$ cat config.mk
export PLATFORM = sky130hd
export DESIGN_NAME = sorted_key_value_table_unit_flat
export DESIGN_NICKNAME = d
export VERILOG_FILES = /design/src/rtl/core/skvt_pkg.sv /design/src/rtl/core/skvt_if.sv /design/src/rtl/core/skvt_ram.sv /design/src/rtl/core/sorted_key_value_table_unit.sv /design/src/flat_wrapper.sv
export SDC_FILE = /design/constraint.sdc
export NUM_CORES = 1
export LEC_CHECK = 0
export BUFFER_PORTS_ARGS = -buffer_cell sky130_fd_sc_hd__buf_2
export CORE_UTILIZATION = 35
export CTS_CLUSTER_DIAMETER = 150
export DETAILED_ROUTE_END_ITERATION = 6
export GPL_TIMING_DRIVEN = 0
export PLACE_DENSITY = 0.61
export SYNTH_ARGS = -nofsm -noshare
export SYNTH_HDL_FRONTEND = slang
export SYNTH_SLANG_ARGS = --single-unit
export TNS_END_PERCENT = 20
$ cat constraint.sdc
create_clock -name clk -period 12.4 [get_ports clk]
set_input_delay 0.62 -clock clk [delete_from_list [all_inputs] [get_ports clk]]
set_output_delay 0.62 -clock clk [all_outputs]
set_load 0.01 [all_outputs]
$ cat src/rtl/core/skvt_pkg.sv
package skvt_pkg;

	localparam int CAPACITY_DEF = 16;
	localparam int KEY_W        = 32;
	localparam int DATA_W       = 32;
	localparam int COUNT_W      = 5;
	localparam int CMD_W        = 2;
	localparam int STATUS_W     = 2;

	typedef enum logic [CMD_W-1:0] {
		CMD_PUT    = 2'd0,
		CMD_LOOKUP = 2'd1,
		CMD_FIRST  = 2'd2,
		CMD_NEXT   = 2'd3
	} cmd_t;

	typedef enum logic [STATUS_W-1:0] {
		ST_OK   = 2'd0,
		ST_FULL = 2'd1,
		ST_MISS = 2'd2
	} status_t;

	function automatic logic key_less(
		input logic [KEY_W-1:0] a,
		input logic [KEY_W-1:0] b,
		input logic             signed_keys
	);
		logic [KEY_W-1:0] flip;
		flip = {signed_keys, {(KEY_W-1){1'b0}}};
		return (a ^ flip) < (b ^ flip);
	endfunction

endpackage

$ cat src/rtl/core/skvt_if.sv
interface skvt_cmd_if;
	import skvt_pkg::*;

	logic              valid;
	logic              ready;
	logic [CMD_W-1:0]  command;
	logic [KEY_W-1:0]  key;
	logic [DATA_W-1:0] value;

	modport source (output valid, output command, output key, output value, input ready);
	modport sink   (input valid, input command, input key, input value, output ready);
endinterface

interface skvt_rsp_if;
	import skvt_pkg::*;

	logic                valid;
	logic                ready;
	logic [STATUS_W-1:0] status;
	logic                found;
	logic [KEY_W-1:0]    key_out;
	logic [DATA_W-1:0]   data_out;
	logic [COUNT_W-1:0]  count;

	modport source (
		output valid, output status, output found, output key_out, output data_out,
		output count, input ready
	);
	modport sink (
		input valid, input status, input found, input key_out, input data_out,
		input count, output ready
	);
endinterface

$ cat src/rtl/core/skvt_ram.sv
module skvt_ram #(
	parameter int WIDTH = 32,
	parameter int DEPTH = 16
) (
	input  logic                     clk,
	input  logic                     we,
	input  logic [$clog2(DEPTH)-1:0] waddr,
	input  logic [WIDTH-1:0]         wdata,
	input  logic [$clog2(DEPTH)-1:0] raddr,
	output logic [WIDTH-1:0]         rdata
);

	logic [WIDTH-1:0] mem [DEPTH];

	always_ff @(posedge clk) begin
		if (we) begin
			mem[waddr] <= wdata;
		end
		rdata <= mem[raddr];
	end

endmodule

$ cat src/rtl/core/sorted_key_value_table_unit.sv
// Lookups and puts scan the key memory linearly through one shared comparator; an
// inserting put then moves each entry at or above its rank up one slot, and a result
// still waiting for the response handshake holds back the loading of the next.
// One item at a time: the next can be taken in the cycle after the result is loaded.
// Reset clears the count, the iterator and the handshakes, not the key and data memories.
module sorted_key_value_table_unit #(
	parameter int CAPACITY = skvt_pkg::CAPACITY_DEF
) (
	input  logic clk,
	input  logic arst_n,
	input  logic cfg_we,
	input  logic cfg_wdata,
	skvt_cmd_if.sink   cmd,
	skvt_rsp_if.source rsp
);
	import skvt_pkg::*;

	localparam int AW = $clog2(CAPACITY);
	localparam int CW = $clog2(CAPACITY + 1);
	localparam logic [CW-1:0] CAP_C = CW'(CAPACITY);

	typedef enum logic [3:0] {
		S_IDLE,
		S_SCAN,
		S_HIT_RD,
		S_HIT_CMP,
		S_SH_RD,
		S_SH_WR,
		S_INS,
		S_ITER_RD,
		S_DONE
	} state_t;

	state_t              state_q;
	logic                signed_keys_q;
	logic [CW-1:0]       count_q;
	logic [AW-1:0]       iter_pos_q;
	logic                iter_valid_q;
	cmd_t                cmd_q;
	logic [KEY_W-1:0]    key_q;
	logic [DATA_W-1:0]   value_q;
	logic [CW-1:0]       idx_q;
	logic [CW-1:0]       rank_q;
	logic                scan_vld_s1;
	status_t             status_q;
	logic                found_q;
	logic [KEY_W-1:0]    kout_q;
	logic [DATA_W-1:0]   dout_q;

	logic                rsp_valid_q;
	logic [STATUS_W-1:0] rsp_status_q;
	logic                rsp_found_q;
	logic [KEY_W-1:0]    rsp_key_q;
	logic [DATA_W-1:0]   rsp_data_q;
	logic [COUNT_W-1:0]  rsp_count_q;

	logic [AW-1:0]       rd_addr;
	logic [AW-1:0]       wr_addr;
	logic                key_we;
	logic                data_we;
	logic [KEY_W-1:0]    key_wd;
	logic [DATA_W-1:0]   data_wd;
	logic [KEY_W-1:0]    key_rd;
	logic [DATA_W-1:0]   data_rd;

	logic [CW-1:0]       iter_nxt;
	logic [CW-1:0]       idx_m1;
	logic                scan_issue;
	logic                hit;

	assign iter_nxt   = CW'(iter_pos_q) + CW'(1);
	assign idx_m1     = idx_q - CW'(1);
	assign scan_issue = idx_q < count_q;
	assign hit        = (rank_q < count_q) && (key_rd == key_q);

	assign cmd.ready    = (state_q == S_IDLE);
	assign rsp.valid    = rsp_valid_q;
	assign rsp.status   = rsp_status_q;
	assign rsp.found    = rsp_found_q;
	assign rsp.key_out  = rsp_key_q;
	assign rsp.data_out = rsp_data_q;
	assign rsp.count    = rsp_count_q;

	always_comb begin
		rd_addr = '0;
		wr_addr = '0;
		key_we  = 1'b0;
		data_we = 1'b0;
		key_wd  = key_q;
		data_wd = value_q;
		case (state_q)
			S_IDLE: begin
				if (cmd_t'(cmd.command) == CMD_NEXT) begin
					rd_addr = iter_nxt[AW-1:0];
				end
			end
			S_SCAN: begin
				rd_addr = idx_q[AW-1:0];
			end
			S_HIT_RD: begin
				rd_addr = rank_q[AW-1:0];
			end
			S_HIT_CMP: begin
				wr_addr = rank_q[AW-1:0];
				data_we = (cmd_q == CMD_PUT) && hit;
			end
			S_SH_RD: begin
				rd_addr = idx_m1[AW-1:0];
			end
			S_SH_WR: begin
				wr_addr = idx_q[AW-1:0];
				key_we  = 1'b1;
				data_we = 1'b1;
				key_wd  = key_rd;
				data_wd = data_rd;
			end
			S_INS: begin
				wr_addr = rank_q[AW-1:0];
				key_we  = 1'b1;
				data_we = 1'b1;
			end
			default: begin
			end
		endcase
	end

	skvt_ram #(
		.WIDTH (KEY_W),
		.DEPTH (CAPACITY)
	) u_key_ram (
		.clk   (clk),
		.we    (key_we),
		.waddr (wr_addr),
		.wdata (key_wd),
		.raddr (rd_addr),
		.rdata (key_rd)
	);

	skvt_ram #(
		.WIDTH (DATA_W),
		.DEPTH (CAPACITY)
	) u_data_ram (
		.clk   (clk),
		.we    (data_we),
		.waddr (wr_addr),
		.wdata (data_wd),
		.raddr (rd_addr),
		.rdata (data_rd)
	);

	always_ff @(posedge clk or negedge arst_n) begin
		if (!arst_n) begin
			state_q       <= S_IDLE;
			signed_keys_q <= 1'b0;
			count_q       <= '0;
			iter_pos_q    <= '0;
			iter_valid_q  <= 1'b0;
			scan_vld_s1   <= 1'b0;
			rsp_valid_q   <= 1'b0;
		end else begin
			if (cfg_we) begin
				signed_keys_q <= cfg_wdata;
			end
			if (rsp_valid_q && rsp.ready && state_q != S_DONE) begin
				rsp_valid_q <= 1'b0;
			end
			case (state_q)
				S_IDLE: begin
					if (cmd.valid) begin
						cmd_q    <= cmd_t'(cmd.command);
						key_q    <= cmd.key;
						value_q  <= cmd.value;
						status_q <= ST_OK;
						found_q  <= 1'b0;
						kout_q   <= '0;
						dout_q   <= '0;
						case (cmd_t'(cmd.command))
							CMD_PUT, CMD_LOOKUP: begin
								iter_valid_q <= 1'b0;
								idx_q        <= '0;
								rank_q       <= '0;
								scan_vld_s1  <= 1'b0;
								state_q      <= S_SCAN;
							end
							CMD_FIRST: begin
								if (count_q == '0) begin
									status_q     <= ST_MISS;
									iter_valid_q <= 1'b0;
									state_q      <= S_DONE;
								end else begin
									iter_pos_q   <= '0;
									iter_valid_q <= 1'b1;
									state_q      <= S_ITER_RD;
								end
							end
							default: begin
								if (!iter_valid_q || iter_nxt >= count_q) begin
									status_q <= ST_MISS;
									state_q  <= S_DONE;
								end else begin
									iter_pos_q <= iter_nxt[AW-1:0];
									state_q    <= S_ITER_RD;
								end
							end
						endcase
					end
				end
				S_SCAN: begin
					scan_vld_s1 <= scan_issue;
					if (scan_issue) begin
						idx_q <= idx_q + CW'(1);
					end
					if (scan_vld_s1 && key_less(key_rd, key_q, signed_keys_q)) begin
						rank_q <= rank_q + CW'(1);
					end
					if (!scan_issue && !scan_vld_s1) begin
						state_q <= S_HIT_RD;
					end
				end
				S_HIT_RD: begin
					state_q <= S_HIT_CMP;
				end
				S_HIT_CMP: begin
					if (cmd_q == CMD_LOOKUP) begin
						if (hit) begin
							found_q <= 1'b1;
							dout_q  <= data_rd;
						end else begin
							status_q <= ST_MISS;
						end
						state_q <= S_DONE;
					end else if (hit) begin
						found_q <= 1'b1;
						state_q <= S_DONE;
					end else if (count_q >= CAP_C) begin
						status_q <= ST_FULL;
						state_q  <= S_DONE;
					end else begin
						idx_q   <= count_q;
						state_q <= S_SH_RD;
					end
				end
				S_SH_RD: begin
					if (idx_q > rank_q) begin
						state_q <= S_SH_WR;
					end else begin
						state_q <= S_INS;
					end
				end
				S_SH_WR: begin
					idx_q   <= idx_m1;
					state_q <= S_SH_RD;
				end
				S_INS: begin
					count_q <= count_q + CW'(1);
					state_q <= S_DONE;
				end
				S_ITER_RD: begin
					kout_q  <= key_rd;
					state_q <= S_DONE;
				end
				S_DONE: begin
					if (!rsp_valid_q || rsp.ready) begin
						rsp_valid_q  <= 1'b1;
						rsp_status_q <= status_q;
						rsp_found_q  <= found_q;
						rsp_key_q    <= kout_q;
						rsp_data_q   <= dout_q;
						rsp_count_q  <= COUNT_W'(count_q);
						state_q      <= S_IDLE;
					end
				end
				default: begin
					state_q <= S_IDLE;
				end
			endcase
		end
	end

endmodule
$ cat src/flat_wrapper.sv
// flat-port wrapper written by rule: the top's interface ports become plain ports
module sorted_key_value_table_unit_flat import skvt_pkg::*;
#(
	parameter int CAPACITY = skvt_pkg::CAPACITY_DEF
)
  (clk, arst_n, cfg_we, cfg_wdata, cmd_valid, cmd_command, cmd_key, cmd_value, cmd_ready, rsp_valid, rsp_status, rsp_found, rsp_key_out, rsp_data_out, rsp_count, rsp_ready);
  skvt_cmd_if cmd_i ();
  skvt_rsp_if rsp_i ();
  input  logic clk;
  input  logic arst_n;
  input  logic cfg_we;
  input  logic cfg_wdata;
  input wire logic [$bits(cmd_i.valid)-1:0] cmd_valid;
  input wire logic [$bits(cmd_i.command)-1:0] cmd_command;
  input wire logic [$bits(cmd_i.key)-1:0] cmd_key;
  input wire logic [$bits(cmd_i.value)-1:0] cmd_value;
  output wire logic [$bits(cmd_i.ready)-1:0] cmd_ready;
  output wire logic [$bits(rsp_i.valid)-1:0] rsp_valid;
  output wire logic [$bits(rsp_i.status)-1:0] rsp_status;
  output wire logic [$bits(rsp_i.found)-1:0] rsp_found;
  output wire logic [$bits(rsp_i.key_out)-1:0] rsp_key_out;
  output wire logic [$bits(rsp_i.data_out)-1:0] rsp_data_out;
  output wire logic [$bits(rsp_i.count)-1:0] rsp_count;
  input wire logic [$bits(rsp_i.ready)-1:0] rsp_ready;
  assign cmd_i.valid = cmd_valid;
  assign cmd_i.command = cmd_command;
  assign cmd_i.key = cmd_key;
  assign cmd_i.value = cmd_value;
  assign cmd_ready = cmd_i.ready;
  assign rsp_valid = rsp_i.valid;
  assign rsp_status = rsp_i.status;
  assign rsp_found = rsp_i.found;
  assign rsp_key_out = rsp_i.key_out;
  assign rsp_data_out = rsp_i.data_out;
  assign rsp_count = rsp_i.count;
  assign rsp_i.ready = rsp_ready;
  sorted_key_value_table_unit #(.CAPACITY(CAPACITY)) u_core (.clk(clk), .arst_n(arst_n), .cfg_we(cfg_we), .cfg_wdata(cfg_wdata), .cmd(cmd_i), .rsp(rsp_i));
endmodule
==> results of run 1 <==
## power breakdown
part | internal, mW | switching, mW
Sequential | 5.35 | 0.188
Clock | 2.31 | 1.70
Combinational | 1.78 | 3.41
Total | 9.43 | 5.30
## flip-flops by register name, summed over array words and instances (netlist names), 5 cells and up
name,cells
u_core.count_q,5
u_core.dout_q,32
u_core.idx_q,5
u_core.key_q,32
u_core.kout_q,32
u_core.rank_q,5
u_core.rsp.count,5
u_core.rsp.data_out,32
u_core.rsp.key_out,32
u_core.u_data_ram.mem,512
u_core.u_data_ram.rdata,32
u_core.u_key_ram.mem,512
u_core.u_key_ram.rdata,32
u_core.value_q,32
## synth_stat cells (9+ instances only)
| library cell | count |
|---|---|
| a211oi_1 | 123 |
| a211oi_2 | 9 |
| a21oi_1 | 29 |
| a221o_1 | 65 |
| a31o_1 | 128 |
| a31oi_1 | 129 |
| and2_1 | 65 |
| and3_1 | 245 |
| and3_2 | 15 |
| buf_2 | 71 |
| buf_6 | 37 |
| clkbuf_1 | 104 |
| dfrtp_1 | 17 |
| dfxtp_1 | 64 |
| edfxtp_1 | 1239 |
| ha_1 | 55 |
| inv_1 | 52 |
| mux2_2 | 34 |
| nand2_1 | 829 |
| nand2b_1 | 11 |
| nand3_1 | 13 |
| nand4_1 | 9 |
| nor2_1 | 42 |
| nor2b_1 | 11 |
| nor3_1 | 23 |
| o21ai_0 | 54 |
| o22ai_1 | 69 |
| xnor2_1 | 9 |
## cells by family (layout without fill, tap and decap cells)
logic type,after synthesis,count (layout)
compound gates,651,651
xor+xnor,15,15
fa+ha+maj,55,55
buf+inv,290,800
flops,1320,1320
mux,38,38
other cells,0,3
simple gates,1287,1287
## worst reg2reg max path: stages, from the launching register on
cell and delay [ps]:
edfxtp_1 590, inv_1 150, ha_1 380, nor4_1 90, a211oi_1 1070, clkbuf_1 1090
clkbuf_1 610, nand2_1 110, and3_1 190, a31oi_1 260, a221o_1 210
## worst min path at each step
stage | startpoint | end | slack (ps) | cells after the start
finish | cmd_key[29] | u_core.key_q[29]$_DFFE_PP_ | 40 | 1
global route | cmd_key[28] | u_core.key_q[28]$_DFFE_PP_ | 10 | 1
CTS | cmd_key[2] | u_core.key_q[2]$_DFFE_PP_ | 0.1 | 1
detailed placement | u_core.dout_q[12]$_SDFFCE_PN0P_ | u_core.rsp.data_out[12]$_DFFE_PP_ | 400 | 0
global placement | u_core.kout_q[16]$_SDFFCE_PN0P_ | u_core.rsp.key_out[16]$_DFFE_PP_ | 410 | 0
floorplan | arst_n | u_core.count_q[0]$_DFFE_PN0P_ | 320 | 0
## metal layers
| metal | global-route usage | vias up | routed length [um] |
|---|---|---|---|
| li1 | - | 14656 | - |
| met5 | 0 | - | 13 |
| met1 | 0.248 | 16359 | 59800 |
| met3 | 0.0315 | 244 | 10700 |
| met4 | 0.0642 | 2 | 4250 |
| met2 | 0.305 | 1306 | 68300 |
## stage by stage
| step | setup slack, ps | hold slack (ps) | instances |
|---|---|---|---|
| finish | 7580 | 39.4 | 6099 |
| global route | 7510 | 14.5 | 6096 |
| CTS | 7660 | 0.140 | 6096 |
| detailed placement | 7690 | 405 | 5830 |
| global placement | 2890 | 405 | 5731 |
| floorplan | 7560 | 324 | 3656 |
## area by class of cell
| type | instances | area [um2] |
|---|---|---|
| repair buffers | 267 | 2260 |
| fillers | 13346 | 86400 |
| diodes | 3 | 7.51 |
| plain buffers | 238 | 1420 |
| well taps | 1930 | 2410 |
| multi-input cells | 2046 | 12200 |
| clock inverters | 68 | 667 |
| clock buffers | 175 | 3680 |
| flip-flops and latches | 1320 | 38900 |
| inverters | 52 | 195 |
==> metrics.md, run 1 <==
| Metric | Value |
|---|---|
| Slew Limit Fails | `0` |
| Buf/Inv on CP | `3` |
| CP Data Arrival Time | `5520 ps` |
| RSZ-0062 raised after global routing | `no` |
| Routed vias | `approximately 33000` |
| YS warnings | `0` |
| FP Rows | `approximately 140` |
| Setup-failing EPs final | `0` |
| Worst EP required | `about 13000 ps` |
| Post-Synth XOR/XNOR Area | `0.00250` |
| Synthesized area | `roughly 52000 um2` |
| CTS tree | `yes` |
| DP Area | `between 50000 and 60000 um2` |
| Total power | `14.7 mW` |
| Detailed Place HPWL | `99600 um` |
| Yosys cell types | `71` |
| Post-Syn Nets | `approximately 3800` |
| Crit start category | `flop` |
| End of the critical path | `u_core.u_key_ram.rdata[20]$_DFF_P_` |
| Synth top area cells | `edfxtp_1, nand2_1, and3_1, dfxtp_1, a31o_1` |
| Final min period | `4820 ps` |
| Cell count after synthesis | `approximately 3700` |
| Post-Syn Area per Cell | `14.4 um2` |
| Clk_lat worst skew | `just under 800 ps` |
| Detailed-route DRC error count | `0` |
| Routed Wire Length | `~140000 um` |
| Slew @ Worst Pin | `approximately 1400 ps` |
| Clock sinks | `1320` |
| Critical R2R Capture | `u_core.u_key_ram.rdata[20]$_DFF_P_` |
| Largest family of logic cells by synthesized area | `simple AND/OR/NAND/NOR gates` |
| Most common cell after layout, fill and taps aside | `edfxtp_1` |
| GRT Total Usage | `0.186` |
| Port bufs | `145` |
| Family with the most delay on the worst path | `buffers and inverters` |
| Cell area power density | `239 nW/um2` |
| Worst-path cell chain | `inv_1 > ha_1 > nor4_1 > a211oi_1 > clkbuf_1 > clkbuf_1 > nand2_1 > and3_1 > a31oi_1 > a221o_1` |
| Worst path slowest cell | `clkbuf_1` |
| Max VDD drop | `142 uV` |
| Vias per cell | `roughly 5.3` |
| Initial DRC count | `3509` |
| FF-to-FF path depth | `10` |
| Status | `complete, no violations` |
| Max-Cap Viols | `0` |
| Worst-path clk slew | `70 ps` |
| Cts hold-fix bufs | `23` |
| Post-synth top flop | `edfxtp_1` |
| Root Driver | `clkbuf_16` |
| Cts bufs inserted | `132` |
| Simple logic cell fraction of the synthesized area | `0.112` |
| Crit. End Element | `flop` |
| R2R Path Start | `u_core.idx_q[0]$_DFFE_PP_` |
| Post-synthesis sequential area ratio | `0.741` |
| Placer Congestion | `0.838` |
| Synth Area in Compound Gates | `0.0921` |
| CP max stage delay | `between 1000 and 1500 ps` |
| Multiplexer share of the synthesized area | `0.00806` |
| Die Area | `between 150000 and 200000 um2` |
| Max FO, Critical Path | `10` |
| Share of flip-flops with an asynchronous set or reset | `0.0129` |
| Kind of critical path | `reg2reg` |
| Hold Crit Class | `in2reg` |
| Most common cell on crit path | `clkbuf_1` |
| FMAX | `about 210 MHz` |
| Starting Density | `0.354` |
| Die width | `~390 um` |
| Share of cells above drive strength 1 | `0.164` |
| Relative slew slack | `0.0343` |
| Final Skew | `between 30 and 40 ps` |
| Chip height | `between 300 and 400 um` |
| Initial DRT Pass Iterations | `6` |
| Share of the synthesized area in the top cell type | `0.709` |
| CTS resizes | `0` |
| Critical path origin | `u_core.idx_q[0]$_DFFE_PP_` |
| TNS Setup | `0 ps` |
| Drt wl/cell | `23.4 um` |
| Area grow syn2layout | `17.7%` |
| Adder-Cell Fraction of Synth Area | `0.0131` |
| Yosys reg bits | `approximately 1300` |
| Ports | `146` |
| Total grt overflow | `0` |
| H-tree depth | `4` |
| Most frequent cells in the layout | `edfxtp_1, nand2_1, and3_1, buf_2, clkbuf_16` |
| Post-layout util | `0.417` |
| Final Hold Vio Count | `0` |
| Net count, final | `approximately 4200` |
| P_leak | `around 22 nW` |
| Vias in the first global route | `approximately 32000` |
| Post-synth EDFFs | `1239` |
| Largest net degree at the start of global routing | `33` |
| Initial antenna violation count | `4` |
| Reg2reg setup slack | `around 7600 ps` |
| Antenna-violating nets left | `0` |
| First-pass GRT wire length | `209000 um` |
| Yosys top cell by area | `edfxtp_1` |
| Core area | `about 150000 um2` |
| Levels on crit path | `10` |
| Clock buffer depth | `3` |
| Fin crit share | `0.389` |
| Design area | `about 62000 um2` |
| Post-CTS Setup Repair Bufs | `0` |
No activity file was read; power rests on OpenSTA's default activity.
==> inputs of run 2 (changes only) <==
==> constraint.sdc (replaced) <==
create_clock -name clk -period 4.95 [get_ports clk]
set_input_delay 0.2475 -clock clk [delete_from_list [all_inputs] [get_ports clk]]
set_output_delay 0.2475 -clock clk [all_outputs]
set_load 0.01 [all_outputs]
==> metrics.md, run 2 (same netlist as run 1, synthesis figures left out) <==
| Metric | Value |
|---|---|
| FF-to-FF path depth | `10 (unchanged)` |
| Most common cell on crit path | `clkbuf_1` |
| Max VDD drop | `355 uV (+150%)` |
| Worst EP required | `5650 ps (-7450 ps)` |
| Post-layout util | `0.420 (+0.00331)` |
| CP Data Arrival Time | `5530 ps (about the same)` |
| Buf/Inv on CP | `3 (unchanged)` |
| Slew @ Worst Pin | `1440 ps (-5.01 ps)` |
| P_leak | `22.0 nW (+0.94%)` |
| H-tree depth | `4 (unchanged)` |
| Detailed Place HPWL | `99600 um (unchanged)` |
| RSZ-0062 raised after global routing | `no` |
| Status | `complete, no violations` |
| Reg2reg setup slack | `110 ps (-7470 ps)` |
| Family with the most delay on the worst path | `buffers and inverters` |
| Crit start category | `flop` |
| Worst path slowest cell | `clkbuf_1` |
| Placer Congestion | `0.838 (unchanged)` |
| CTS resizes | `0 (unchanged)` |
| FMAX | `207 MHz (-0.39%)` |
| Total power | `37.0 mW (+150%)` |
| Vias per cell | `5.32 (-0.31%)` |
| Detailed-route DRC error count | `0 (unchanged)` |
| GRT Total Usage | `0.186 (+0.000761)` |
| Hold Crit Class | `in2reg` |
| Setup-failing EPs final | `0 (unchanged)` |
| Worst-path cell chain | `inv_1 > ha_1 > nor4_1 > a211oi_1 > clkbuf_1 > clkbuf_1 > nand2_1 > and3_1 > a31oi_1 > a221o_1` |
| Crit. End Element | `flop` |
| Routed vias | `32726 (+0.49%)` |
| Port bufs | `145 (unchanged)` |
| CTS tree | `yes` |
| Place WS | `242 ps (-7450 ps)` |
| Antenna-violating nets left | `0 (unchanged)` |
| Die Area | `152000 um2 (unchanged)` |
| Final Hold Vio Count | `0 (unchanged)` |
| Starting Density | `0.354 (unchanged)` |
| Root Driver | `clkbuf_16` |
| Worst-path clk slew | `70 ps (about the same)` |
| Initial DRT Pass Iterations | `6 (unchanged)` |
| CP max stage delay | `1090 ps (about the same)` |
| Hold Slack | `197 ps (+158 ps)` |
| Initial antenna violation count | `4 (unchanged)` |
| Levels on crit path | `10 (unchanged)` |
| Vias in the first global route | `32079 (+0.55%)` |
| Drt wl/cell | `23.4 um (-0.37%)` |
| Clk_lat worst skew | `770 ps (about the same)` |
| Most frequent cells in the layout | `edfxtp_1, nand2_1, and3_1, buf_2, clkbuf_16` |
| Clock buffer depth | `3 (unchanged)` |
| Largest net degree at the start of global routing | `33 (unchanged)` |
| Cts hold-fix bufs | `72 (+210%)` |
| Final min period | `4840 ps (+18.7 ps)` |
| R2R Path Start | `u_core.idx_q[0]$_DFFE_PP_` |
| Most common cell after layout, fill and taps aside | `edfxtp_1` |
| End of the critical path | `u_core.u_key_ram.rdata[20]$_DFF_P_` |
| First-pass GRT wire length | `210000 um (+0.46%)` |
| Ports | `146 (unchanged)` |
| Kind of critical path | `reg2reg` |
| Fin crit share | `0.977 (+0.589)` |
| Max-Cap Viols | `0 (unchanged)` |
| Area grow syn2layout | `18.6%` |
| DP Area | `57200 um2 (unchanged)` |
| Initial DRC count | `3409 (-2.8%)` |
| Total grt overflow | `0 (unchanged)` |
| Cts bufs inserted | `132 (unchanged)` |
| Design area | `62200 um2 (+0.79%)` |
| Net count, final | `4233 (+1.2%)` |
| Core area | `148000 um2 (unchanged)` |
| Share of cells above drive strength 1 | `0.162 (-0.00191)` |
| FP Rows | `141 (unchanged)` |
| Critical R2R Capture | `u_core.u_key_ram.rdata[20]$_DFF_P_` |
| Chip height | `389 um (unchanged)` |
| Final Skew | `31.2 ps (-1.23 ps)` |
| Clock sinks | `1320 (unchanged)` |
| Critical path origin | `u_core.idx_q[0]$_DFFE_PP_` |
| Cell area power density | `594 nW/um2 (+150%)` |
| Routed Wire Length | `144000 um (+0.43%)` |
| Biggest regs | `u_core.u_data_ram.mem (512), u_core.u_key_ram.mem (512)` |
| Post-route setup slack | `113 ps (-7470 ps)` |
| Relative slew slack | `0.0376 (+0.00334)` |
| Max FO, Critical Path | `10 (unchanged)` |
| Post-CTS Setup Repair Bufs | `0 (unchanged)` |
| Die width | `389 um (unchanged)` |
| Slew Limit Fails | `0 (unchanged)` |
## run 2: power breakdown
group          switching [mW]  internal, mW  total [mW]
clock network            4.27          5.79        10.1
logic                    8.56          4.48        13.0
registers               0.474          13.4        13.9
## run 2: how the worst min path moves through the flow
stage	startpoint	endpoint	slack [ps]	cells past startpoint
floorplan	arst_n	u_core.count_q[0]$_DFFE_PN0P_	-50	0
global placement	arst_n	u_core.signed_keys_q$_DFFE_PN0P_	260	1
detailed placement	arst_n	u_core.signed_keys_q$_DFFE_PN0P_	270	1
CTS	cmd_value[12]	u_core.value_q[12]$_DFFE_PP_	150	2
global route	cmd_value[12]	u_core.value_q[12]$_DFFE_PP_	170	2
finish	cmd_value[12]	u_core.value_q[12]$_DFFE_PP_	200	2
## run 2: stage by stage
stage,std cells,TNS (ps)
after global routing,6145,0
after detailed placement,5830,0
after global placement,5731,-3051160
after floorplan,3656,0
after CTS,6145,0
final,6148,0
## run 2: worst register-to-register path, stage by stage (launching register included)
cell      delay [ps]
edfxtp_1         610
inv_1            160
ha_1             390
nor4_1           100
a211oi_1        1060
clkbuf_1        1100
clkbuf_1         580
nand2_1          100
and3_1           190
a31oi_1          260
a221o_1          210
## run 2: layer usage
layer	wire length, um	track usage	up-vias
met2	68300	0.306	1332
li1	-	-	14748
met3	10500	0.0314	254
met5	51	0	-
met4	4380	0.0643	4
met1	60300	0.249	16388
## run 2: layout make-up
| cell class | count | area, um2 |
|---|---|---|
| Inverter | 52 | 195 |
| Antenna cell | 3 | 7.51 |
| Timing Repair Buffer | 316 | 2750 |
| Clock buffer | 175 | 3680 |
| Buffer | 238 | 1420 |
| Clock inverter | 68 | 667 |
| Fill cell | 13314 | 86000 |
| Multi-Input combinational cell | 2046 | 12200 |
| Tap cell | 1930 | 2410 |
| Sequential cell | 1320 | 38900 |
